`config.mk`:
```
export PLATFORM = sky130hd
export DESIGN_NAME = dsc_tap_cell
export DESIGN_NICKNAME = d
export VERILOG_FILES = /design/src/sv/dsc_pkg.sv /design/src/sv/dsc_tap_cell.sv
export SDC_FILE = /design/constraint.sdc
export NUM_CORES = 1
export LEC_CHECK = 0
export BUFFER_PORTS_ARGS = -buffer_cell sky130_fd_sc_hd__buf_2
export CAP_MARGIN = 25
export CORE_ASPECT_RATIO = 0.7
export CORE_MARGIN = 1
export CORE_UTILIZATION = 62
export DETAILED_ROUTE_END_ITERATION = 6
export HOLD_SLACK_MARGIN = 0.08
export PLACE_DENSITY = 0.82
export SLEW_MARGIN = 20
export SYNTH_ARGS = -nofsm -noshare
export SYNTH_HDL_FRONTEND = slang
export SYNTH_SLANG_ARGS = --single-unit
```
`constraint.sdc`:
```
create_clock -name clk -period 7.4 [get_ports clk]
set_clock_uncertainty 0.15 [all_clocks]
set_input_delay 1.11 -clock clk [delete_from_list [all_inputs] [get_ports clk]]
set_output_delay 1.11 -clock clk [all_outputs]
set_load 0.01 [all_outputs]
```
`src/sv/dsc_pkg.sv`:
```
`timescale 1ns / 1ps

package dsc_pkg;

  localparam int TAPS              = 8;
  localparam int TAP_IDX_W         = $clog2(TAPS);
  localparam int PIX_W             = 8;
  localparam int PROD_W            = 16;
  localparam int ACC_W             = 20;
  localparam int FILT_SHIFT        = 7;
  localparam int SIZE_W            = 12;
  localparam int TAPS_W            = TAPS * PIX_W;
  localparam int MAX_OUT_WIDTH_DEF = 2048;
  localparam int MAX_OUT_HEIGHT    = 2048;
  localparam int OUT_FIFO_DEPTH    = 16;
  localparam int REG_IDX_W         = 2;

  localparam logic [REG_IDX_W-1:0] REG_TAPS   = 2'd0;
  localparam logic [REG_IDX_W-1:0] REG_WIDTH  = 2'd1;
  localparam logic [REG_IDX_W-1:0] REG_HEIGHT = 2'd2;

  typedef logic signed [PROD_W-1:0] prod_t;

  typedef struct packed {
    logic [PIX_W-1:0] pixel;
    logic             last;
  } out_item_t;

  // signed tap times unsigned pixel; the product always fits 16 bits
  function automatic prod_t tap_mul(input logic [PIX_W-1:0] tap, input logic [PIX_W-1:0] pix);
    logic signed [PROD_W-1:0] a;
    logic signed [PROD_W-1:0] b;
    a = {{(PROD_W-PIX_W){tap[PIX_W-1]}}, tap};
    b = {{(PROD_W-PIX_W){1'b0}}, pix};
    return a * b;
  endfunction

  // round already added; drop negatives to 0, saturate at 255
  function automatic logic [PIX_W-1:0] clip8(input logic signed [ACC_W-1:0] acc);
    logic [PIX_W-1:0] res;
    if (acc[ACC_W-1]) begin
      res = '0;
    end else if (acc[ACC_W-2:FILT_SHIFT+PIX_W] != '0) begin
      res = '1;
    end else begin
      res = acc[FILT_SHIFT+PIX_W-1:FILT_SHIFT];
    end
    return res;
  endfunction

endpackage

```
`src/sv/dsc_tap_cell.sv`:
```
`timescale 1ns / 1ps

module dsc_tap_cell (
  input  logic                        clk,
  input  logic                        rst,
  input  logic                        en,
  input  logic [dsc_pkg::PIX_W-1:0]   tap,
  input  logic [dsc_pkg::PIX_W-1:0]   din,
  output logic [dsc_pkg::PIX_W-1:0]   pix,
  output dsc_pkg::prod_t              prod
);

  // hold one window pixel, pass it to the left neighbor on every request
  always_ff @(posedge clk) begin
    if (rst) begin
      pix <= '0;
    end else if (en) begin
      pix <= din;
    end
  end

  always_ff @(posedge clk) begin
    if (en) begin
      prod <= dsc_pkg::tap_mul(tap, din);
    end
  end

endmodule

```
==> reports/results.ini <==
[logic_synthesis]
synth_edf_count=16
synth-simple-area-share_pct=17.5
async_reset_ff_share_pct=0
synth_commonest_cells=inv_1, and2_1, ha_1
netlist_area_sq_um=2950
synth_fa_ha_area_share_pct=42.0
yosys.cell_types.count=36
synth-seq-cells=24
synth_top_family_by_area=adder cells
syn_inst=297
synth.area.top_cells=fa_1, ha_1, edfxtp_1, and2_1, inv_1
synthesis.nets=393
synth-compound-area-share_pct=5.55
synth_top_cell_area_share_pct=25.1
synth_warnings=0
yosysTopAreaCell=fa_1
avgSynthCellArea_sq_um=9.95
ys_seq_area_share_pct=21.7
synth.area.mux_share_pct=3.05
yosysMostFrequentCell=inv_1
synth-main-ff-cell=edfxtp_1
synth_xor_area_share_pct=2.96

[power]
total_power_uw=853
powerDensity_nw_per_um2=260
p_int_uw=490
pwr-share-clk_pct=11.2
leakagePower_uw=0.00170
comb_power_share_pct=63.8
peakVddDrop_mv=0.159
p_sw_share_pct=42.6
p_sw_uw=363
seq_power_share_pct=25.0

[cts]
h-tree-depth=1
cts_tree=done
clk_pin_slew_ns=0.09
cts_root_buf=clkbuf_8
cts_setup_buffers=0
clockBufferDepth=2
cts_made_buffers=3
hold_buffers=0
cts_resized=0
clock_latency_ns=0.27
clock-sinks=24

[flow_run]
max_cap_violations=0

[route]
wl_per_cell_um=14.7
drc_errors=1
postRouteAntennaNets=0
routed_via_density=5.51
wl_um=5810
drtIter0Drc=80
num_vias=2177
dr.pass1.iters=6

[sta]
hold_viol_final=0
relSlewSlack_pct=58.8
fin_crit_ns=5.23
finalCritPeriodShare_pct=70.7
max_freq_mhz=191
drv_slew=0
finalWorstSetupSlack_ns=2.17
tns_ns=0
rsz0062_at_grt=no
worst_pin_slew_ns=0.618
setup_viol_count_final=0

[worst_setup_path]
crit_type=in -> reg
crit_path_end_kind=flip-flop
cp_max_fo=9
cp_data_arrival_time_ns=5.10
cp-start-kind=primary input
cp.required_ns=7.27

[floorplan]
initial_core_util_pct=66.3
die_x_um=84.5
dieArea_sq_um=5050
core_sq_um=4450
num_rows=20
die_y_um=59.8
io_pins=43

[global_routing]
grt_pass1_wl_um=9670
antenna_found_initial=0
grt_pass1_vias=2075
grt_max_degree=25
grt.total_usage_pct=25.6
overflow=0

[status]
failed_checks=DRC
status=finished with violations

[final_layout]
syn_to_final_growth_pct=10.9
final_core_util_pct=73.5
antenna_cells=0
final_area_sq_um=3280
fillCellCount=344
drive_gt1_share_pct=15.0
final_nets=437

[placement]
place_ws_ns=1.95
gp_congestion=0.848
dpl_cell_area_sq_um=3220
portBuffers=42
hpwl_um=4710

[hold_path]
hold_path_class=reg -> reg

==> layout by cell type (no fill, tap or decap), types with 2 or more instances in the layout <==
cell type and instances:
a21o_1 4, a21oi_1 9, and2_1 42, buf_2 42, clkbuf_8 4, dfxtp_1 8
edfxtp_1 16, fa_1 37, ha_1 40, inv_1 54, mux2i_1 9, nand2_1 19
nand2b_1 4, nand3_1 6, nor2_1 16, nor3_1 2, o21ai_0 2, xnor2_1 7
xor2_1 3
==> cells by family (layout without fill, tap and decap cells) <==
family,after synthesis,in the layout
adder cells (fa/ha/maj),77,77
AO/OA/AOI/OAI,24,24
flip-flops,24,24
multiplexers,9,9
buffers and inverters,57,100
XOR/XNOR,10,10
AND/OR/NAND/NOR,96,96
==> critical path, stage by stage <==
cell and delay (ns):
buf_2 0.15, nand2b_1 0.17, fa_1 0.51, fa_1 0.58
inv_1 0.07, fa_1 0.53, inv_1 0.06, fa_1 0.53
inv_1 0.04, ha_1 0.35, and2_1 0.20, a41oi_1 0.38
a21boi_2 0.14, nor4_1 0.19, a311oi_1 0.08
==> area by class of cell <==
| class | instances | area [sq um] | share of cell area, % |
|---|---|---|---|
| Sequential cell | 24 | 641 | 19.6 |
| Multi-Input combinational cell | 216 | 2100 | 64.1 |
| Clock buffer | 4 | 55.1 | 1.68 |
| Timing Repair Buffer | 42 | 210 | 6.42 |
| Tap cell | 55 | 68.8 | 2.10 |
| Inverter | 54 | 203 | 6.19 |
==> final timing paths <==
path	from	endpoint	slack (ns)	depth (start not counted)
setup / recovery	din[0]	prod[13]$_DFFE_PP_	2.17	15
hold / removal	pix[0]$_SDFFE_PP0P_	pix[0]$_SDFFE_PP0P_	0.35	2
setup reg to reg	pix[7]$_SDFFE_PP0P_	pix[7]$_SDFFE_PP0P_	6.65	2
hold reg to reg	pix[0]$_SDFFE_PP0P_	pix[0]$_SDFFE_PP0P_	0.35	2
==> power by group through the flow <==
stage               Combinational [uW]  Sequential, uW  Clock (uW)
floorplan                          383             238           0
global placement                   514             216           0
detailed placement                 539             216           0
CTS                                544             214        96.7
global route                       617             216         102
finish                             544             213        95.8
==> metrics by stage <==
| stage | hold slack [ns] | std cells |
|---|---|---|
| 2_1_floorplan | 0.382 | 297 |
| 4_1_cts | 0.352 | 395 |
| 3_5_place_dp | 0.331 | 391 |
| 5_1_grt | 0.381 | 395 |
| 6_report | 0.351 | 395 |
| 3_3_place_gp | 0.320 | 391 |
==> per-layer routing <==
| layer | up-vias | wire length, um | global-route usage (%) |
|---|---|---|---|
| met5 | - | 0 | 0 |
| met4 | 0 | 80 | 7.26 |
| met3 | 9 | 288 | 4.14 |
| met2 | 62 | 2820 | 43.8 |
| met1 | 1068 | 2620 | 34.4 |
| li1 | 1038 | - | - |
==> state kept, by name (all words and copies together) (netlist names) <==
register  cells
pix           8
prod         16
(Power assumes the default switching activity.)
