[config.mk]
export PLATFORM = sky130hd
export DESIGN_NAME = dsc_out_fifo
export DESIGN_NICKNAME = d
export VERILOG_FILES = /design/src/sv/dsc_pkg.sv /design/src/sv/dsc_out_fifo.sv
export SDC_FILE = /design/constraint.sdc
export NUM_CORES = 1
export LEC_CHECK = 0
export ABC_AREA = 1
export BUFFER_PORTS_ARGS = -buffer_cell sky130_fd_sc_hd__buf_2
export CORE_ASPECT_RATIO = 2
export CORE_MARGIN = 2
export CORE_UTILIZATION = 56
export CTS_BUF_LIST = sky130_fd_sc_hd__clkbuf_8 sky130_fd_sc_hd__clkbuf_16
export CTS_CLUSTER_SIZE = 40
export DETAILED_ROUTE_END_ITERATION = 7
export PLACE_DENSITY_LB_ADDON = 0.15
export SLEW_MARGIN = 15
export SYNTH_ARGS = -nofsm -noshare
export SYNTH_HDL_FRONTEND = slang
export SYNTH_SLANG_ARGS = --single-unit
export TNS_END_PERCENT = 100
[constraint.sdc]
create_clock -name clk -period 1.6 [get_ports clk]
set_input_delay 0.24 -clock clk [delete_from_list [all_inputs] [get_ports clk]]
set_output_delay 0.24 -clock clk [all_outputs]
set_load 0.02 [all_outputs]
[src/sv/dsc_pkg.sv]
`timescale 1ns / 1ps

package dsc_pkg;

  localparam int TAPS              = 8;
  localparam int TAP_IDX_W         = $clog2(TAPS);
  localparam int PIX_W             = 8;
  localparam int PROD_W            = 16;
  localparam int ACC_W             = 20;
  localparam int FILT_SHIFT        = 7;
  localparam int SIZE_W            = 12;
  localparam int TAPS_W            = TAPS * PIX_W;
  localparam int MAX_OUT_WIDTH_DEF = 2048;
  localparam int MAX_OUT_HEIGHT    = 2048;
  localparam int OUT_FIFO_DEPTH    = 16;
  localparam int REG_IDX_W         = 2;

  localparam logic [REG_IDX_W-1:0] REG_TAPS   = 2'd0;
  localparam logic [REG_IDX_W-1:0] REG_WIDTH  = 2'd1;
  localparam logic [REG_IDX_W-1:0] REG_HEIGHT = 2'd2;

  typedef logic signed [PROD_W-1:0] prod_t;

  typedef struct packed {
    logic [PIX_W-1:0] pixel;
    logic             last;
  } out_item_t;

  // signed tap times unsigned pixel; the product always fits 16 bits
  function automatic prod_t tap_mul(input logic [PIX_W-1:0] tap, input logic [PIX_W-1:0] pix);
    logic signed [PROD_W-1:0] a;
    logic signed [PROD_W-1:0] b;
    a = {{(PROD_W-PIX_W){tap[PIX_W-1]}}, tap};
    b = {{(PROD_W-PIX_W){1'b0}}, pix};
    return a * b;
  endfunction

  // round already added; drop negatives to 0, saturate at 255
  function automatic logic [PIX_W-1:0] clip8(input logic signed [ACC_W-1:0] acc);
    logic [PIX_W-1:0] res;
    if (acc[ACC_W-1]) begin
      res = '0;
    end else if (acc[ACC_W-2:FILT_SHIFT+PIX_W] != '0) begin
      res = '1;
    end else begin
      res = acc[FILT_SHIFT+PIX_W-1:FILT_SHIFT];
    end
    return res;
  endfunction

endpackage

[src/sv/dsc_out_fifo.sv]
`timescale 1ns / 1ps

module dsc_out_fifo #(
  parameter int DEPTH = dsc_pkg::OUT_FIFO_DEPTH
) (
  input  logic                  clk,
  input  logic                  rst,
  input  logic                  push,
  input  dsc_pkg::out_item_t    din,
  input  logic                  pop,
  output logic                  valid,
  output dsc_pkg::out_item_t    dout
);

  localparam int PW = $clog2(DEPTH);

  dsc_pkg::out_item_t mem [DEPTH];
  logic [PW-1:0]      wr_ptr;
  logic [PW-1:0]      rd_ptr;
  logic [PW:0]        count;

  // room is reserved upstream before a request is taken, so push never overflows
  always_ff @(posedge clk) begin
    if (push) begin
      mem[wr_ptr] <= din;
    end
  end

  always_ff @(posedge clk) begin
    if (rst) begin
      wr_ptr <= '0;
      rd_ptr <= '0;
      count  <= '0;
    end else begin
      if (push) begin
        wr_ptr <= wr_ptr + 1'b1;
      end
      if (pop) begin
        rd_ptr <= rd_ptr + 1'b1;
      end
      if (push && !pop) begin
        count <= count + 1'b1;
      end else if (!push && pop) begin
        count <= count - 1'b1;
      end
    end
  end

  assign valid = (count != '0);
  assign dout  = mem[rd_ptr];

endmodule

==> reports/results.ini, run 1 <==
[drt]
via_per_inst=5.35
wl_per_cell_um=17.5
initialDrtViolationCount=360
vias=5015
drc_errors=0
routed_wl_um=16400
dr.pass1.iters=5
drt.antenna.violating_nets=0

[setup_path]
cp_num_buf_inv=3
critPathTopFamily=buffers and inverters
critPathMostFrequentCell=nand3_1
path_max_fanout=20
cpPeakStageDelay_ns=0.40
crit_chain=inv_8 -> buf_12 -> nand2_1 -> nand3_1 -> nand3_1 -> nand3_2 -> nand2_2 -> buf_4
worst_ep_required_time_ns=1.36
setup.worst_path.class=flop to output pin
slowest_stage=dfxtp_4
end_kind=output pin
cp-start-kind=flop
timing.rr.start=count[3]$_SDFFE_PP0P_
worstPathArrival_ns=1.73

[clock_tree]
cts_buffers=17
cts_tree=yes
htree_levels=4
cts_max_path_buffers=2
clk_pin_slew_worst_paths_ns=0.06
clock-sinks=161
clk-insertion-delay-late_ns=0.42
cts_hold_buf=0
root_buffer=clkbuf_16

[sta]
fin_skew_ns=0.00586
tightest_slew_ns=0.439
finalSetupViolations=9
period_needed_ns=1.97
rsz0062_at_grt=true
slew_headroom_pct=70.7
post-route-period-util_pct=123
slew_viol_final=0
setup_ws_ns=-0.373
max_freq_ghz=0.507
fin_hold_ws_ns=0.112
hold_viol=0

[hold_path]
min-delay-start=rst
hold_class=input pin to flop

[global_routing]
grt_pass1_wl_um=25900
grt_max_degree=25
grt_pass1_vias=5124
track_usage_pct=25.2
grt_overflow=0
antenna_found_initial=0

[power_and_ir_drop]
power_density_nw_per_um2=1180
peakVddDrop_uv=1620
p_leak_uw=0.00377

[synth]
synth_seq_cells=161
synthDominantCellAreaShare_pct=60.9
syn_area_um2=7100
ys_async_sr_fraction_pct=0
ys_types=22
yosys.area.top_type=edfxtp_1
yosysSeqAreaShare_pct=65.7
syn_nets=723
synthTopCellsByCount=207 x nand2_1, 144 x edfxtp_1, 124 x inv_1
avgSynthCellArea_um2=10.1
ys.flop_type=edfxtp_1
netlist_top_cells_area=edfxtp_1 61%, nand2_1 11%, nand3_1 8.0%
netlist_instances=700
synth-edff-count=144
yosysMostFrequentCell=nand2_1
yosysWarnings=0

[placement]
gp_congestion=0.873
dp.final_hpwl_um=10800
dp.cells=897
io_buffers=22
dp_slack_ns=-0.276

[die]
die_w_um=83.6
die_area_um2=13600
row_count=58
io_pins=23
die_y_um=163
initial_core_util_pct=56.9
core_um2=12500

[final_layout]
drive_gt1_share_pct=17.0
n_antenna_cell=0
fin_nets=798
area_delta_synth_final_pct=20.4
fin_cells=938

[outcome]
status=finished with violations
violations=setup timing

[flow_run]
max_cap_violations=0

worst paths after layout:
| check | to | cells after the start | slack [ns] |
|---|---|---|---|
| setup reg to reg | count[4]$_SDFFE_PP0P_ | 6 | 0.06 |
| hold reg to reg | flop | 2 | 0.49 |
| hold / removal | wr_ptr[3]$_SDFFE_PP0P_ | 2 | 0.11 |
| setup / recovery | dout[1] | 8 | -0.37 |
worst reg2reg max path: stages (launching register included):
cell	delay, ns
dfxtp_1	0.42
ha_1	0.28
or2_2	0.32
nand3_1	0.09
nand2_1	0.06
o21ai_0	0.20
inv_1	0.07
cell families after synthesis:
kind of cell / count (synthesis) / synth area share (%)
buf+inv: 156 / 9.98
xor+xnor: 3 / 0.370
flops: 161 / 65.7
compound gates: 21 / 1.52
fa+ha+maj: 10 / 1.87
simple gates: 349 / 20.6
layout make-up:
cell class              count  area, µm²
repair buffers             84        788
clock buffers              19        453
well taps                 150        188
clock inverters            13        186
multi-input cells         383       1770
fillers                   921       3940
flip-flops and latches    161       4670
inverters                 128        488
where the power goes:
group / internal (µW) / switching (µW) / leakage (µW)
combinational: 443 / 626 / 0.00202
sequential: 4650 / 56.1 / 0.00144
clock: 2690 / 1600 / 0.000307
total: 7780 / 2280 / 0.00377
flip-flops by register name, summed over array words and instances (netlist names), named ones only:
register,flops
count,5
wr_ptr,4
rd_ptr,4
mem,144
layer usage:
metal / GRT usage [%] / wire [µm] / share of wire, %
met1: 28.2 / 6040 / 37
met5: 0 / 0 / 0
met2: 45.7 / 8890 / 54
met4: 13.0 / 751 / 4.6
met3: 4.24 / 712 / 4.3
timing repair:
item                                    CTS  global route
gates cloned                              2             1
hold endpoints to repair                  0             0
pin swaps                                 4             0
resized for setup                        31             7
buffers inserted                          3             3
endpoints found under the setup margin   10            15
per-stage QoR:
step | power (µW) | TNS (ns) | area (µm²) | util, %
after floorplan | 5370 | 0 | 7100 | -
after global placement | 5690 | -0.167 | 7640 | 61.2
after detailed placement | 5720 | -0.532 | 7640 | 61.2
after CTS | 10100 | -3.02 | 8460 | 67.8
after global routing | 10400 | -3.89 | 8540 | 68.5
final | 10100 | -3.13 | 8540 | 68.5
cells in the final DEF (no fill, tap or decap), types with 2 or more instances in the layout:
master,synthesis,layout
a21oi_1,12,12
buf_12,0,7
buf_16,0,2
buf_2,8,13
buf_4,10,51
buf_6,9,8
buf_8,0,2
bufinv_16,0,4
clkbuf_16,0,18
clkbuf_8,0,2
clkinv_4,0,4
clkinvlp_4,0,3
dfxtp_1,17,15
edfxtp_1,144,144
ha_1,9,9
inv_1,124,125
inv_2,2,2
nand2_1,207,200
nand2_2,0,7
nand3_1,113,109
nand3_2,0,4
nand4_1,2,2
nor2_1,25,24
o21ai_0,8,8
xor2_1,3,3
Power figures use the tool's default switching activity.
==> run 2, diff against run 1 <==
CORE_ASPECT_RATIO = unset   (was 2)
==> reports/results.ini, run 2 (synthesis results as in run 1) <==
[clock_tree]
clk_pin_slew_worst_paths_ns=0.06  ; about the same
cts_max_path_buffers=2  ; unchanged
clock-sinks=161  ; unchanged
cts_tree=yes
htree_levels=4  ; unchanged
root_buffer=clkbuf_16
clk-insertion-delay-late_ns=0.42  ; about the same
cts_buffers=17  ; unchanged

[hold_path]
min-delay-start=rst
hold_class=input pin to flop

[setup_path]
critPathTopFamily=flip-flops
cp-start-kind=flop
path_max_fanout=10  ; -50%
slowest_stage=dfxtp_4
cp_num_buf_inv=3  ; unchanged
worst_ep_required_time_ns=1.36  ; about the same
timing.rr.start=count[0]$_SDFFE_PP0P_
setup.worst_path.class=flop to output pin
critPathMostFrequentCell=nand3_1
end_kind=output pin
cpPeakStageDelay_ns=0.45  ; +0.05 ns
worstPathArrival_ns=1.72  ; about the same
crit_chain=buf_12 -> buf_16 -> nand2_1 -> nand3_1 -> nand3_1 -> nand3_2 -> nand2_2 -> buf_4

[sta]
rsz0062_at_grt=true
fin_skew_ns=0.00607  ; +0.000212 ns
slew_viol_final=0  ; unchanged
hold_viol=0  ; unchanged
post-route-period-util_pct=123  ; -0.71 points
tightest_slew_ns=0.540  ; +0.100 ns
finalSetupViolations=9  ; unchanged
period_needed_ns=1.96  ; -0.0114 ns
setup_tns_ns=-3.02  ; +0.114 ns
slew_headroom_pct=64.0  ; -6.7 points
max_freq_ghz=0.510  ; +0.58%
setup_ws_ns=-0.362  ; +0.0114 ns

[final_layout]
area_delta_synth_final_pct=18.1
most-common-layout-cells=202 x nand2_1, 144 x edfxtp_1, 124 x inv_1
final_common_cell=nand2_1
reg.largest.list=mem: 144 flops, count: 5 flops
n_antenna_cell=0  ; unchanged
fin_nets=783  ; -1.9%
largest_register_ffs=144  ; unchanged
regMostFlops=mem
post-route-util_pct=67.0  ; -1.5 points
drive_gt1_share_pct=14.8  ; -2.2 points

[die]
die_w_um=117  ; +39%
die_area_um2=13600  ; -0.40%
core_um2=12500  ; +0.28%
row_count=41  ; -29%
die_y_um=117  ; -29%
initial_core_util_pct=56.7  ; -0.16 points
io_pins=23  ; unchanged

[global_routing]
grt_pass1_vias=4794  ; -6.4%
antenna_found_initial=0  ; unchanged
grt_max_degree=32  ; +28%
grt_overflow=0  ; unchanged
track_usage_pct=25.2  ; -0.034 points
grt_pass1_wl_um=24900  ; -3.7%

[drt]
vias=4955  ; -1.2%
dr.pass1.iters=5  ; unchanged
wl_per_cell_um=17.0  ; -2.7%
drc_errors=0  ; unchanged
routed_wl_um=16100  ; -2.1%
initialDrtViolationCount=502  ; +39%
drt.antenna.violating_nets=0  ; unchanged
via_per_inst=5.25  ; -1.8%

[power_and_ir_drop]
power_density_nw_per_um2=1120  ; -4.8%
peakVddDrop_uv=782  ; -52%
power.total_uw=9410  ; -6.5%
p_leak_uw=0.00364  ; -3.3%

[flow_run]
max_cap_violations=0  ; unchanged

[placement]
io_buffers=22  ; unchanged
gp_congestion=0.884  ; +1.2%
dp.final_hpwl_um=9810  ; -8.7%

[outcome]
violations=setup timing
status=finished with violations

run 2: cell count changes in the layout (fill, tap and decap cells not counted), moves of 3 or more:
| cell | delta |
|---|---|
| clkinv_4 | -4 |
| clkinv_2 | +4 |
| buf_4 | -16 |
| clkinv_1 | +4 |
| bufinv_16 | -3 |
| buf_12 | +5 |
run 2: worst paths after layout:
check | endpoint | slack [ns] | cells past startpoint
worst max-delay path | dout[7] | -0.36 | 8
worst min-delay path | wr_ptr[1]$_SDFFE_PP0P_ | 0.12 | 2
worst max register to register | count[4]$_SDFFE_PP0P_ | 0.08 | 7
worst min register to register | flop | 0.48 | 2
run 2: per-stage QoR:
stage	worst slack, ns	std cells	area [µm²]	hold WS [ns]
floorplan	0.0534	700	7100	0.336
CTS	-0.359	941	8300	0.112
detailed placement	-0.226	907	7640	0.477
finish	-0.362	944	8390	0.116
global route	-0.448	944	8390	0.126
global placement	-0.118	907	7640	0.472
run 2: area by class of cell:
type,instances,area (µm²)
clock inverter,14,100
multi-input combinational,383,1770
tap,172,215
inverter,128,488
clock buffer,17,425
timing repair buffer,69,716
fill,1003,4130
sequential,161,4670
run 2: report_power, final:
part / switching [µW] / internal, µW
Combinational: 640 / 433
Clock: 1550 / 2090
Sequential: 47.7 / 4650
run 2: what timing repair did:
action / in CTS / in global routing
buffers inserted: 1 / 1
pin swaps: 4 / 4
resized for setup: 20 / 10
gates cloned: 2 / 2
endpoints found under the setup margin: 18 / 9
hold buffers: 0 / 0
run 2: metal layers:
metal / vias to the layer above / wire length, µm / GRT usage (%)
met2: 188 / 8030 / 41.7
met4: 0 / 337 / 11.3
met5: - / 0 / 0
li1: 2378 / - / -
met1: 2362 / 6770 / 32.6
met3: 27 / 919 / 4.83
