`src/sv/dsc_pkg.sv`:
```
`timescale 1ns / 1ps

package dsc_pkg;

  localparam int TAPS              = 8;
  localparam int TAP_IDX_W         = $clog2(TAPS);
  localparam int PIX_W             = 8;
  localparam int PROD_W            = 16;
  localparam int ACC_W             = 20;
  localparam int FILT_SHIFT        = 7;
  localparam int SIZE_W            = 12;
  localparam int TAPS_W            = TAPS * PIX_W;
  localparam int MAX_OUT_WIDTH_DEF = 2048;
  localparam int MAX_OUT_HEIGHT    = 2048;
  localparam int OUT_FIFO_DEPTH    = 16;
  localparam int REG_IDX_W         = 2;

  localparam logic [REG_IDX_W-1:0] REG_TAPS   = 2'd0;
  localparam logic [REG_IDX_W-1:0] REG_WIDTH  = 2'd1;
  localparam logic [REG_IDX_W-1:0] REG_HEIGHT = 2'd2;

  typedef logic signed [PROD_W-1:0] prod_t;

  typedef struct packed {
    logic [PIX_W-1:0] pixel;
    logic             last;
  } out_item_t;

  // signed tap times unsigned pixel; the product always fits 16 bits
  function automatic prod_t tap_mul(input logic [PIX_W-1:0] tap, input logic [PIX_W-1:0] pix);
    logic signed [PROD_W-1:0] a;
    logic signed [PROD_W-1:0] b;
    a = {{(PROD_W-PIX_W){tap[PIX_W-1]}}, tap};
    b = {{(PROD_W-PIX_W){1'b0}}, pix};
    return a * b;
  endfunction

  // round already added; drop negatives to 0, saturate at 255
  function automatic logic [PIX_W-1:0] clip8(input logic signed [ACC_W-1:0] acc);
    logic [PIX_W-1:0] res;
    if (acc[ACC_W-1]) begin
      res = '0;
    end else if (acc[ACC_W-2:FILT_SHIFT+PIX_W] != '0) begin
      res = '1;
    end else begin
      res = acc[FILT_SHIFT+PIX_W-1:FILT_SHIFT];
    end
    return res;
  endfunction

endpackage

```
`src/sv/dsc_tap_sum.sv`:
```
`timescale 1ns / 1ps

module dsc_tap_sum (
  input  logic                        clk,
  input  dsc_pkg::prod_t              prod [dsc_pkg::TAPS],
  output logic [dsc_pkg::PIX_W-1:0]   result
);

  localparam int S1_W = dsc_pkg::PROD_W + 1;
  localparam int S2_W = dsc_pkg::PROD_W + 2;

  logic signed [S1_W-1:0]          s1 [4];
  logic signed [S2_W-1:0]          s2 [2];
  logic signed [dsc_pkg::ACC_W-1:0] total;

  always_ff @(posedge clk) begin
    for (int i = 0; i < 4; i++) begin
      s1[i] <= {prod[2*i][dsc_pkg::PROD_W-1], prod[2*i]}
             + {prod[2*i+1][dsc_pkg::PROD_W-1], prod[2*i+1]};
    end
    for (int i = 0; i < 2; i++) begin
      s2[i] <= {s1[2*i][S1_W-1], s1[2*i]} + {s1[2*i+1][S1_W-1], s1[2*i+1]};
    end
  end

  always_comb begin
    total = {{(dsc_pkg::ACC_W-S2_W){s2[0][S2_W-1]}}, s2[0]}
          + {{(dsc_pkg::ACC_W-S2_W){s2[1][S2_W-1]}}, s2[1]}
          + dsc_pkg::ACC_W'(1 << (dsc_pkg::FILT_SHIFT - 1));
  end

  always_ff @(posedge clk) begin
    result <= dsc_pkg::clip8(total);
  end

endmodule

```
`config.mk`:
```
export PLATFORM = sky130hd
export DESIGN_NAME = dsc_tap_sum
export DESIGN_NICKNAME = d
export VERILOG_FILES = /design/src/sv/dsc_pkg.sv /design/src/sv/dsc_tap_sum.sv
export SDC_FILE = /design/constraint.sdc
export NUM_CORES = 1
export LEC_CHECK = 0
export BUFFER_PORTS_ARGS = -buffer_cell sky130_fd_sc_hd__buf_2
export CORE_MARGIN = 2
export CORE_UTILIZATION = 50
export DETAILED_ROUTE_END_ITERATION = 12
export GPL_TIMING_DRIVEN = 1
export PLACE_DENSITY = 0.77
export SYNTH_ARGS = -nofsm -noshare
export SYNTH_HDL_FRONTEND = slang
export SYNTH_SLANG_ARGS = --single-unit
```
`constraint.sdc`:
```
create_clock -name clk -period 5.4 [get_ports clk]
set_input_delay 0 -clock clk [delete_from_list [all_inputs] [get_ports clk]]
set_output_delay 0 -clock clk [all_outputs]
set_load 0.03 [all_outputs]
```
==> results.toml, run 1 <==
[routing]
drt_iter0_markers = 283
vias = 6066
drc = 0
vias_per_cell = 5.23
postRouteAntennaNets = 0
drt-total-wl_um = 14000
wl_per_cell_um = 12.0
first_pass_iters = 4

[placement]
io_buffers = 136
dp_slack_ns = 2.36
hpwl_um = 11500
gp_congestion = 0.826

[critical_path]
start_kind = "flop"
cp.arrival_ns = 3.28
cp.required_ns = 5.60
cpMaxStageDelayCell = "a21oi_1"
cpPeakStageDelay_ns = 0.36
crit_fanout = 8
path_class = "flop to flop"
r2r_cells = 13
reg2reg_slack_ns = 2.32
r2r-start = "s2[0][2]$_DFF_P_"
reg2reg_to = "result[3]$_SDFF_PP0_"
endpoint_kind = "flop"
cpLargestDelayFamily = "compound AO/OA/AOI/OAI gates"
crit_chain = "ha_1, nand4_1, a21oi_1, o21a_1, nor2_1, xnor2_1, ha_1, and2_1, nand4_1, o211ai_1, mux2_4, o32ai_4, a21oi_1"
path_buf_inv = 0

[hold_path]
min_path_cells = 3
min_path_type = "primary input to flop"
hold_end = "s1[2][2]$_DFF_P_"
worstHoldStart = "prod[50]"

[cts]
cts_tree = "yes"
cts.clk_slew.worst_paths_ns = 0.07
clock_path_buffers = 2
cts_resized = 0
ctsRootBufferMaster = "clkbuf_16"
clk_latency_ns = 0.34
hold_buffers = 8
h-tree-depth = 3
cts_made_buffers = 9
cts_setup_buffers = 0
clock_sinks = 112

[power_and_ir_drop]
p_leak_nw = 4.16
peakVddDrop_mv = 0.356
p_per_area_nw_per_um2 = 530

[die]
core_area_um2 = 14500
die_w_um = 125
io_pins = 137
start_util_pct = 50.9
placementRows = 44
dieArea_um2 = 15700
die_y_um = 125

[global_routing]
grt_use_total_pct = 18.0
grt_pass1_wl_um = 24000
antenna_found_initial = 0
grt_start_max_net_pins = 19
overflow = 0
grt_pass1_vias = 5656

[sta]
setup_slack_ns = 2.32
worst_pin_slew_ns = 0.536
finalSetupViolCount = 0
finalSetupTns_ns = 0
slew_headroom_pct = 64.0
finalMaxSlewViolations = 0
period_needed_ns = 3.08
finalHoldViolations = 0
max_freq_mhz = 324
timing.final.crit_share_pct = 57.1
fin_skew_ns = 0.00619
hold-worst-slack_ns = 0.0129
rsz0062_at_grt = "false"

[synthesis]
synth_cell_types = 60
ys_ff_latch = 112
avgSynthCellArea_um2 = 9.02
syn_inst = 818
ys_seq_area_share_pct = 30.4
syn-cell-area_um2 = 7370
synth_edf_count = 0
yosys_warnings = 0
ys.flop_type = "dfxtp_1"
async_reset_ff_share_pct = 0
synthesis.nets = 1069

[run]
drv_cap = 0

[cells_and_area]
fill_cells = 1237
fin_nets = 1221
drive_gt1_share_pct = 18.1
area_delta_synth_final_pct = 17.5
n_antenna_cell = 0

[run_status]
status = "completed"
==> worst reg2reg max path, cell delays in order (launching register included) <==
cell and delay, ns:
dfxtp_1 0.30, ha_1 0.30, nand4_1 0.12, a21oi_1 0.36, o21a_1 0.26, nor2_1 0.08
xnor2_1 0.14, ha_1 0.23, and2_1 0.15, nand4_1 0.23, o211ai_1 0.14, mux2_4 0.28
o32ai_4 0.23, a21oi_1 0.12
==> metrics by stage <==
stage	std cells	power, mW	utilization (%)	cell area (um^2)
floorplan	818	3.37	-	7370
global placement	1135	3.81	57.0	8260
detailed placement	1135	3.86	57.0	8260
CTS	1159	4.61	59.8	8660
global route	1159	4.99	59.8	8660
finish	1159	4.59	59.8	8660
==> Yosys cell counts, types with 15 or more instances <==
master | instances | area (um^2)
nand3_1 | 26 | 130
xor2_1 | 24 | 210
ha_1 | 116 | 1450
xnor2_1 | 60 | 526
a21o_1 | 18 | 135
a21oi_1 | 65 | 325
or3_1 | 15 | 93.8
nor2_1 | 52 | 195
nand2_1 | 54 | 203
nor3_1 | 22 | 110
nor2b_1 | 16 | 100
dfxtp_1 | 112 | 2240
o21ai_0 | 39 | 195
inv_1 | 55 | 206
==> final cells by class <==
type	count	area [um^2]	share of cell area, %
Tap cell	184	230	2.66
Sequential cell	112	2240	25.9
Inverter	55	206	2.38
Multi-Input combinational cell	648	4900	56.5
Clock buffer	10	239	2.76
Timing Repair Buffer	144	761	8.78
Clock inverter	6	87.6	1.01
==> flip-flops by register name, summed over array words and instances, names as in the netlist <==
name,count
s2,36
result,8
s1,68
==> logic make-up (layout without fill, tap and decap cells) <==
family	count (synthesis)	in the layout	share of synthesized area (%)
AND/OR/NAND/NOR	229	229	15.4
AO/OA/AOI/OAI	209	209	19.0
adder cells (fa/ha/maj)	122	122	21.3
flip-flops	112	112	30.4
XOR/XNOR	85	85	10.2
buffers and inverters	58	215	3.21
multiplexers	3	3	0.492
==> power breakdown <==
part / switching, mW / internal (mW)
logic: 1.50 / 1.17
registers: 0.0976 / 1.12
clock network: 0.282 / 0.421
==> how the worst max path moves through the flow <==
stage | from | to | slack (ns) | cells past startpoint
2_1_floorplan | s2[0][7]$_DFF_P_ | result[0]$_SDFF_PP0_ | 2.64 | 11
3_3_place_gp | s2[0][2]$_DFF_P_ | result[7]$_SDFF_PP0_ | 2.47 | 12
3_5_place_dp | s2[0][2]$_DFF_P_ | result[2]$_SDFF_PP0_ | 2.36 | 13
4_1_cts | s2[0][2]$_DFF_P_ | result[1]$_SDFF_PP0_ | 2.32 | 13
5_1_grt | s2[0][2]$_DFF_P_ | result[7]$_SDFF_PP0_ | 2.07 | 12
6_report | s2[0][2]$_DFF_P_ | result[3]$_SDFF_PP0_ | 2.32 | 13
==> metal layers <==
layer / GRT usage (%) / share of wire [%] / vias to the layer above / wire, um
met5: 0 / 0 / - / 0
met4: 4.38 / 0.88 / 0 / 123
met3: 2.82 / 3.3 / 8 / 461
met2: 31.3 / 48 / 111 / 6720
met1: 23.3 / 48 / 2699 / 6650
li1: - / - / 3248 / -
==> layout by cell type, fill, tap and decap left out, types with 26 or more instances in the layout <==
cell,count
dfxtp_1,112
nor2_1,52
xnor2_1,60
inv_1,55
a21oi_1,65
nand2_1,54
buf_2,136
o21ai_0,39
nand3_1,26
ha_1,116
Note: power is estimated with default switching activity, not from simulation.
==> run 2: changes to the inputs <==
--- a/config.mk
+++ b/config.mk
@@ -10,7 +10,7 @@
 export CORE_UTILIZATION = 50
 export DETAILED_ROUTE_END_ITERATION = 12
 export GPL_TIMING_DRIVEN = 1
-export PLACE_DENSITY = 0.77
+export PLACE_DENSITY = 0.8
 export SYNTH_ARGS = -nofsm -noshare
 export SYNTH_HDL_FRONTEND = slang
 export SYNTH_SLANG_ARGS = --single-unit
==> constraint.sdc (replaced) <==
create_clock -name clk -period 2.64 [get_ports clk]
set_input_delay 0 -clock clk [delete_from_list [all_inputs] [get_ports clk]]
set_output_delay 0 -clock clk [all_outputs]
set_load 0.03 [all_outputs]
==> results.toml, run 2 (synthesis results as in run 1) <==
[power_and_ir_drop]
totalPowerFinal_mw = 11.0
peakVddDrop_mv = 0.672
p_per_area_nw_per_um2 = 1200
p_leak_nw = 4.36

[placement]
dp_cells = 1173
hpwl_um = 12100
gp_congestion = 0.844
place_area_um2 = 8540
io_buffers = 136

[sta]
rsz0062_at_grt = "true"
finalSetupViolCount = 8
finalHoldViolations = 0
period_needed_ns = 2.82
timing.final.crit_share_pct = 107
slew_headroom_pct = 65.1
max_freq_mhz = 355
fin_skew_ns = 0.00492
setup_slack_ns = -0.179
worst_pin_slew_ns = 0.518
finalMaxSlewViolations = 0
hold-worst-slack_ns = 0.00952

[critical_path]
reg2reg_slack_ns = -0.18
start_kind = "flop"
reg2reg_to = "result[2]$_SDFF_PP0_"
cp.arrival_ns = 3.05
endpoint_kind = "flop"
crit_fanout = 8
r2r-start = "s2[0][5]$_DFF_P_"
r2r_cells = 11
path_class = "flop to flop"
cp.required_ns = 2.87

[global_routing]
top_usage_layer = "met2"
globalRouteMet2Util_pct = 34.0
grt_use_total_pct = 19.1
grtUsageMet1_pct = 22.6
overflow = 0
grt_start_max_net_pins = 20
antenna_found_initial = 0
met3_usage_pct = 4.96
grt_pass1_vias = 5968
grt_pass1_wl_um = 25200

[cts]
cts_made_buffers = 9
cts_tree = "yes"
clock_path_buffers = 2
cts.clk_slew.worst_paths_ns = 0.07
ctsRootBufferMaster = "clkbuf_16"
h-tree-depth = 3
clock_sinks = 112
clk_latency_ns = 0.34

[die]
core_area_um2 = 14500
placementRows = 44
io_pins = 137
die_y_um = 125
dieArea_um2 = 15700
die_w_um = 125
start_util_pct = 50.9

[hold_path]
hold_end = "s1[3][15]$_DFF_P_"
worstHoldStart = "prod[31]"
min_path_type = "primary input to flop"
min_path_cells = 3

[routing]
first_pass_iters = 4
vias_per_cell = 5.26
drc = 0
wl_per_cell_um = 12.5
drt-total-wl_um = 15000
postRouteAntennaNets = 0
vias = 6307
drt_iter0_markers = 250

[cells_and_area]
area_delta_synth_final_pct = 24.5
finalNonFillerCells = 1200
largest_register = "s1"
largest_reg_flops = 68
n_antenna_cell = 0
final_common_cell = "buf_2"
design_area_um2 = 9180
drive_gt1_share_pct = 25.1
post-route-util_pct = 63.4
top_regs = "s1: 68 flops, s2: 36 flops, result: 8 flops"
final_cell_mix = "buf_2 (136), ha_1 (110), dfxtp_1 (109)"
fin_nets = 1262
fill_cells = 1241

[run_status]
violations = "setup timing"
status = "finished, violations left"

[run]
drv_cap = 0
==> run 2: changes by cell type in the layout (fill, tap and decap cells not counted), sizes merged <==
cell,delta
buf,+44
clkbuf,+1
clkinvlp,+2
clkinv,-2
dlygate4sd3,-3
bufinv,-2
inv,+1
==> run 2: area by class of cell <==
type / count / area (um^2) / area share, %
inverters: 55 / 206 / 2.25
well taps: 184 / 230 / 2.51
clock inverters: 5 / 46.3 / 0.504
repair buffers: 185 / 1080 / 11.7
multi-input cells: 648 / 5120 / 55.8
clock buffers: 11 / 253 / 2.75
flip-flops and latches: 112 / 2250 / 24.5
==> run 2: what timing repair did <==
action                                  CTS  global route
hold buffers                              5             0
hold endpoints to repair                  5             0
setup buffers                             1             5
resized for setup                        26            25
gates cloned                              0             0
endpoints found under the setup margin    8            20
pin swaps                                12            12
==> run 2: layer usage <==
metal	routed length [um]	share of wire (%)
met5	0	0
met4	180	1.2
met3	604	4.0
met2	7490	50
met1	6730	45
==> run 2: worst max-delay path by stage <==
| stage | from | to | slack (ns) | depth (start not counted) |
|---|---|---|---|---|
| final | s2[0][5]$_DFF_P_ | result[2]$_SDFF_PP0_ | -0.18 | 11 |
| after global routing | s2[0][20]$_DFF_P_ | result[2]$_SDFF_PP0_ | -0.32 | 12 |
| after CTS | s2[0][2]$_DFF_P_ | result[2]$_SDFF_PP0_ | -0.15 | 12 |
| after detailed placement | s2[0][5]$_DFF_P_ | result[6]$_SDFF_PP0_ | -0.26 | 10 |
| after global placement | s2[0][5]$_DFF_P_ | result[7]$_SDFF_PP0_ | -0.19 | 10 |
| after floorplan | s2[0][7]$_DFF_P_ | result[0]$_SDFF_PP0_ | -0.1 | 11 |
==> run 2: per-stage QoR <==
stage | setup TNS (ns) | setup WS, ns
global route | -2.44 | -0.319
detailed placement | -1.94 | -0.257
floorplan | -0.771 | -0.0963
global placement | -1.51 | -0.190
finish | -1.33 | -0.179
CTS | -1.04 | -0.146
==> run 2: power breakdown <==
group	internal (mW)	switching, mW
sequential	2.29	0.227
clock	0.708	0.615
combinational	3.51	3.64
==> run 2: critical path, stage by stage (launching register included) <==
cell and delay (ns):
dfxtp_1 0.37, ha_4 0.23, a21oi_2 0.19, nand2_2 0.13, o21a_4 0.25, nor4_4 0.37, nand3_4 0.13, nor4_4 0.34
mux2_4 0.34, o32ai_4 0.12, buf_12 0.16, a21oi_1 0.06
==> run 3: changes to the inputs <==
--- a/config.mk
+++ b/config.mk
@@ -5,12 +5,13 @@
 export SDC_FILE = /design/constraint.sdc
 export NUM_CORES = 1
 export LEC_CHECK = 0
+export ABC_AREA = 1
 export BUFFER_PORTS_ARGS = -buffer_cell sky130_fd_sc_hd__buf_2
 export CORE_MARGIN = 2
 export CORE_UTILIZATION = 50
 export DETAILED_ROUTE_END_ITERATION = 12
 export GPL_TIMING_DRIVEN = 1
-export PLACE_DENSITY = 0.8
+export PLACE_DENSITY = 0.79
 export SYNTH_ARGS = -nofsm -noshare
 export SYNTH_HDL_FRONTEND = slang
 export SYNTH_SLANG_ARGS = --single-unit
==> results.toml, run 3 <==
[critical_path]
endpoint_kind = "flop"
cpMaxStageDelayCell = "dfxtp_1"
cp.arrival_ns = 2.79
cpPeakStageDelay_ns = 0.34
cpMostUsedCell = "nand2_1"
crit_fanout = 8
start_kind = "flop"
crit_chain = "ha_4, nand2_2, buf_4, nor2_4, nand2_1, nand3b_1, nand3_1, nand2_1, and2_1, o21bai_2, a21oi_4, nand3_1, nand2_1, inv_1"
path_class = "flop to flop"
reg2reg_slack_ns = 0.10
cp.required_ns = 2.89

[power_and_ir_drop]
internal_power_mw = 6.02
p_seq_share_pct = 21.7
p_leak_nw = 5.00
clockPowerShare_pct = 11.1
p_per_area_nw_per_um2 = 1230
swShare_pct = 49.5
totalPowerFinal_mw = 11.9
peakVddDrop_mv = 0.657
pwr-share-comb_pct = 67.1
power.switching_mw = 5.90

[cts]
cts_made_buffers = 9
ctsRootBufferMaster = "clkbuf_16"
cts.clk_slew.worst_paths_ns = 0.07
clock_path_buffers = 2
clock_sinks = 112
cts_tree = "yes"
h-tree-depth = 3
clk_latency_ns = 0.36

[synthesis]
synth_commonest_cells = "nand2_1 (244), inv_1 (138), ha_1 (116), dfxtp_1 (112), a21oi_1 (97)"
yosys_warnings = 0
ys_ff_latch = 112
syn-cell-area_um2 = 7940
synth_top_area_share_pct = 28.2
ys_seq_area_share_pct = 28.2
synth_edf_count = 0
ys.flop_type = "dfxtp_1"
avgSynthCellArea_um2 = 7.55
synthesis.nets = 1303
synth_area_leader_cell = "dfxtp_1"
syn_inst = 1052
synth_cell_types = 37
yosys-top-cells-area = "dfxtp_1 (28%), ha_1 (18%), nand2_1 (12%)"
async_reset_ff_share_pct = 0
synth.most_common_cell = "nand2_1"

[sta]
finalSetupTns_ns = 0
finalHoldViolations = 0
worst_pin_slew_ns = 0.520
period_needed_ns = 2.54
rsz0062_at_grt = "true"
fin_skew_ns = 0.0114
timing.final.crit_share_pct = 96.0
hold-worst-slack_ns = 0.0109
finalMaxSlewViolations = 0
finalSetupViolCount = 0
setup_slack_ns = 0.104
slew_headroom_pct = 64.9
max_freq_mhz = 394

[cells_and_area]
final_common_cell = "nand2_1"
n_antenna_cell = 0
finalNonFillerCells = 1438
final_cell_mix = "nand2_1 (232), inv_1 (138), buf_2 (136)"
top_regs = "s1: 68 flops, s2: 36 flops, result: 8 flops"
drive_gt1_share_pct = 21.4
area_delta_synth_final_pct = 21.6
fin_nets = 1468
largest_reg_flops = 68
largest_register = "s1"
fill_cells = 1367

[placement]
hpwl_um = 14300
io_buffers = 136
dp_slack_ns = 0.0563
dp_cells = 1408
gp_congestion = 0.896

[die]
start_util_pct = 50.5
die_w_um = 130
io_pins = 137
placementRows = 46
dieArea_um2 = 16900
die_y_um = 130
core_area_um2 = 15700

[routing]
first_pass_iters = 5
drt-total-wl_um = 17400
drc = 0
drt_iter0_markers = 300
postRouteAntennaNets = 0
vias_per_cell = 4.96
vias = 7135
wl_per_cell_um = 12.1

[global_routing]
grt_pass1_vias = 6890
overflow = 0
grt_use_total_pct = 21.2
grt_pass1_wl_um = 29300
grt_start_max_net_pins = 21
antenna_found_initial = 0

[run]
drv_cap = 0

[hold_path]
min_path_type = "primary input to flop"

[run_status]
status = "completed"
[run 3: cell count changes after synthesis, sizes merged, moves of 15 or more]
cell   before  now
or3        16    0
nor2b      16    0
nand2      54  264
a21o       19    2
inv        55  151
and3       15    0
xor2       25   60
nand3      26   52
a21oi      68  100
xnor2      60   28
[run 3: worst paths after layout]
| check | from | endpoint | cells past startpoint |
|---|---|---|---|
| min reg2reg | s1[2][0]$_DFF_P_ | s2[0][18]$_DFF_P_ | 1 |
| max | s2[0][24]$_DFF_P_ | result[2]$_SDFF_PP0_ | 14 |
| max reg2reg | s2[0][24]$_DFF_P_ | result[2]$_SDFF_PP0_ | 14 |
| min | prod[117] | s1[0][5]$_DFF_P_ | 3 |
[run 3: area by class of cell]
cell class / count / area [um^2] / area share (%)
inverters: 151 / 567 / 5.87
well taps: 216 / 270 / 2.80
clock buffers: 10 / 239 / 2.48
repair buffers: 154 / 838 / 8.68
multi-input cells: 789 / 5430 / 56.2
flip-flops and latches: 112 / 2250 / 23.3
clock inverters: 6 / 66.3 / 0.687
[run 3: critical path, delay by kind of cell (launching register included)]
family,cells,cell delay [ns]
AO/OA/AOI/OAI,2,0.50
adder cells (fa/ha/maj),1,0.31
buffers and inverters,2,0.20
flip-flops,1,0.34
AND/OR/NAND/NOR,9,1.05
[run 3: routing by layer]
layer	track usage, %	vias up	share of wire (%)
li1	-	3791	-
met1	25.6	3153	46
met2	38.6	162	49
met3	3.69	29	3.9
met4	6.33	0	2.0
met5	0	-	0
[run 3: logic make-up after synthesis]
family | share of synthesized area (%)
DFF | 28.2
adders and majority gates | 19.8
and+or+nand+nor | 22.2
xor gates and xnor gates | 9.71
buffers and inverters | 7.14
AOI/OAI and AO/OA | 12.9
[run 3: what timing repair did]
item,4_1_cts,5_1_grt
endpoints found under the setup margin,0,16
hold endpoints to repair,5,0
resized for setup,0,64
hold buffers,9,0
setup buffers,0,5
[run 3: power by group through the flow]
stage                     clock network [mW]  registers, mW  logic, mW
after CTS                               1.36           2.47       7.11
after detailed placement                   0           2.51       7.01
after global placement                     0           2.49       6.91
after floorplan                            0           2.56       5.47
final                                   1.33           2.59       8.00
after global routing                    1.43           2.64       8.97
[run 3: through the flow]
step,utilization (%),instance area (um^2)
3_3_place_gp,56.8,8920
2_1_floorplan,-,7940
4_1_cts,59.3,9320
5_1_grt,61.4,9650
3_5_place_dp,56.8,8920
6_report,61.4,9650
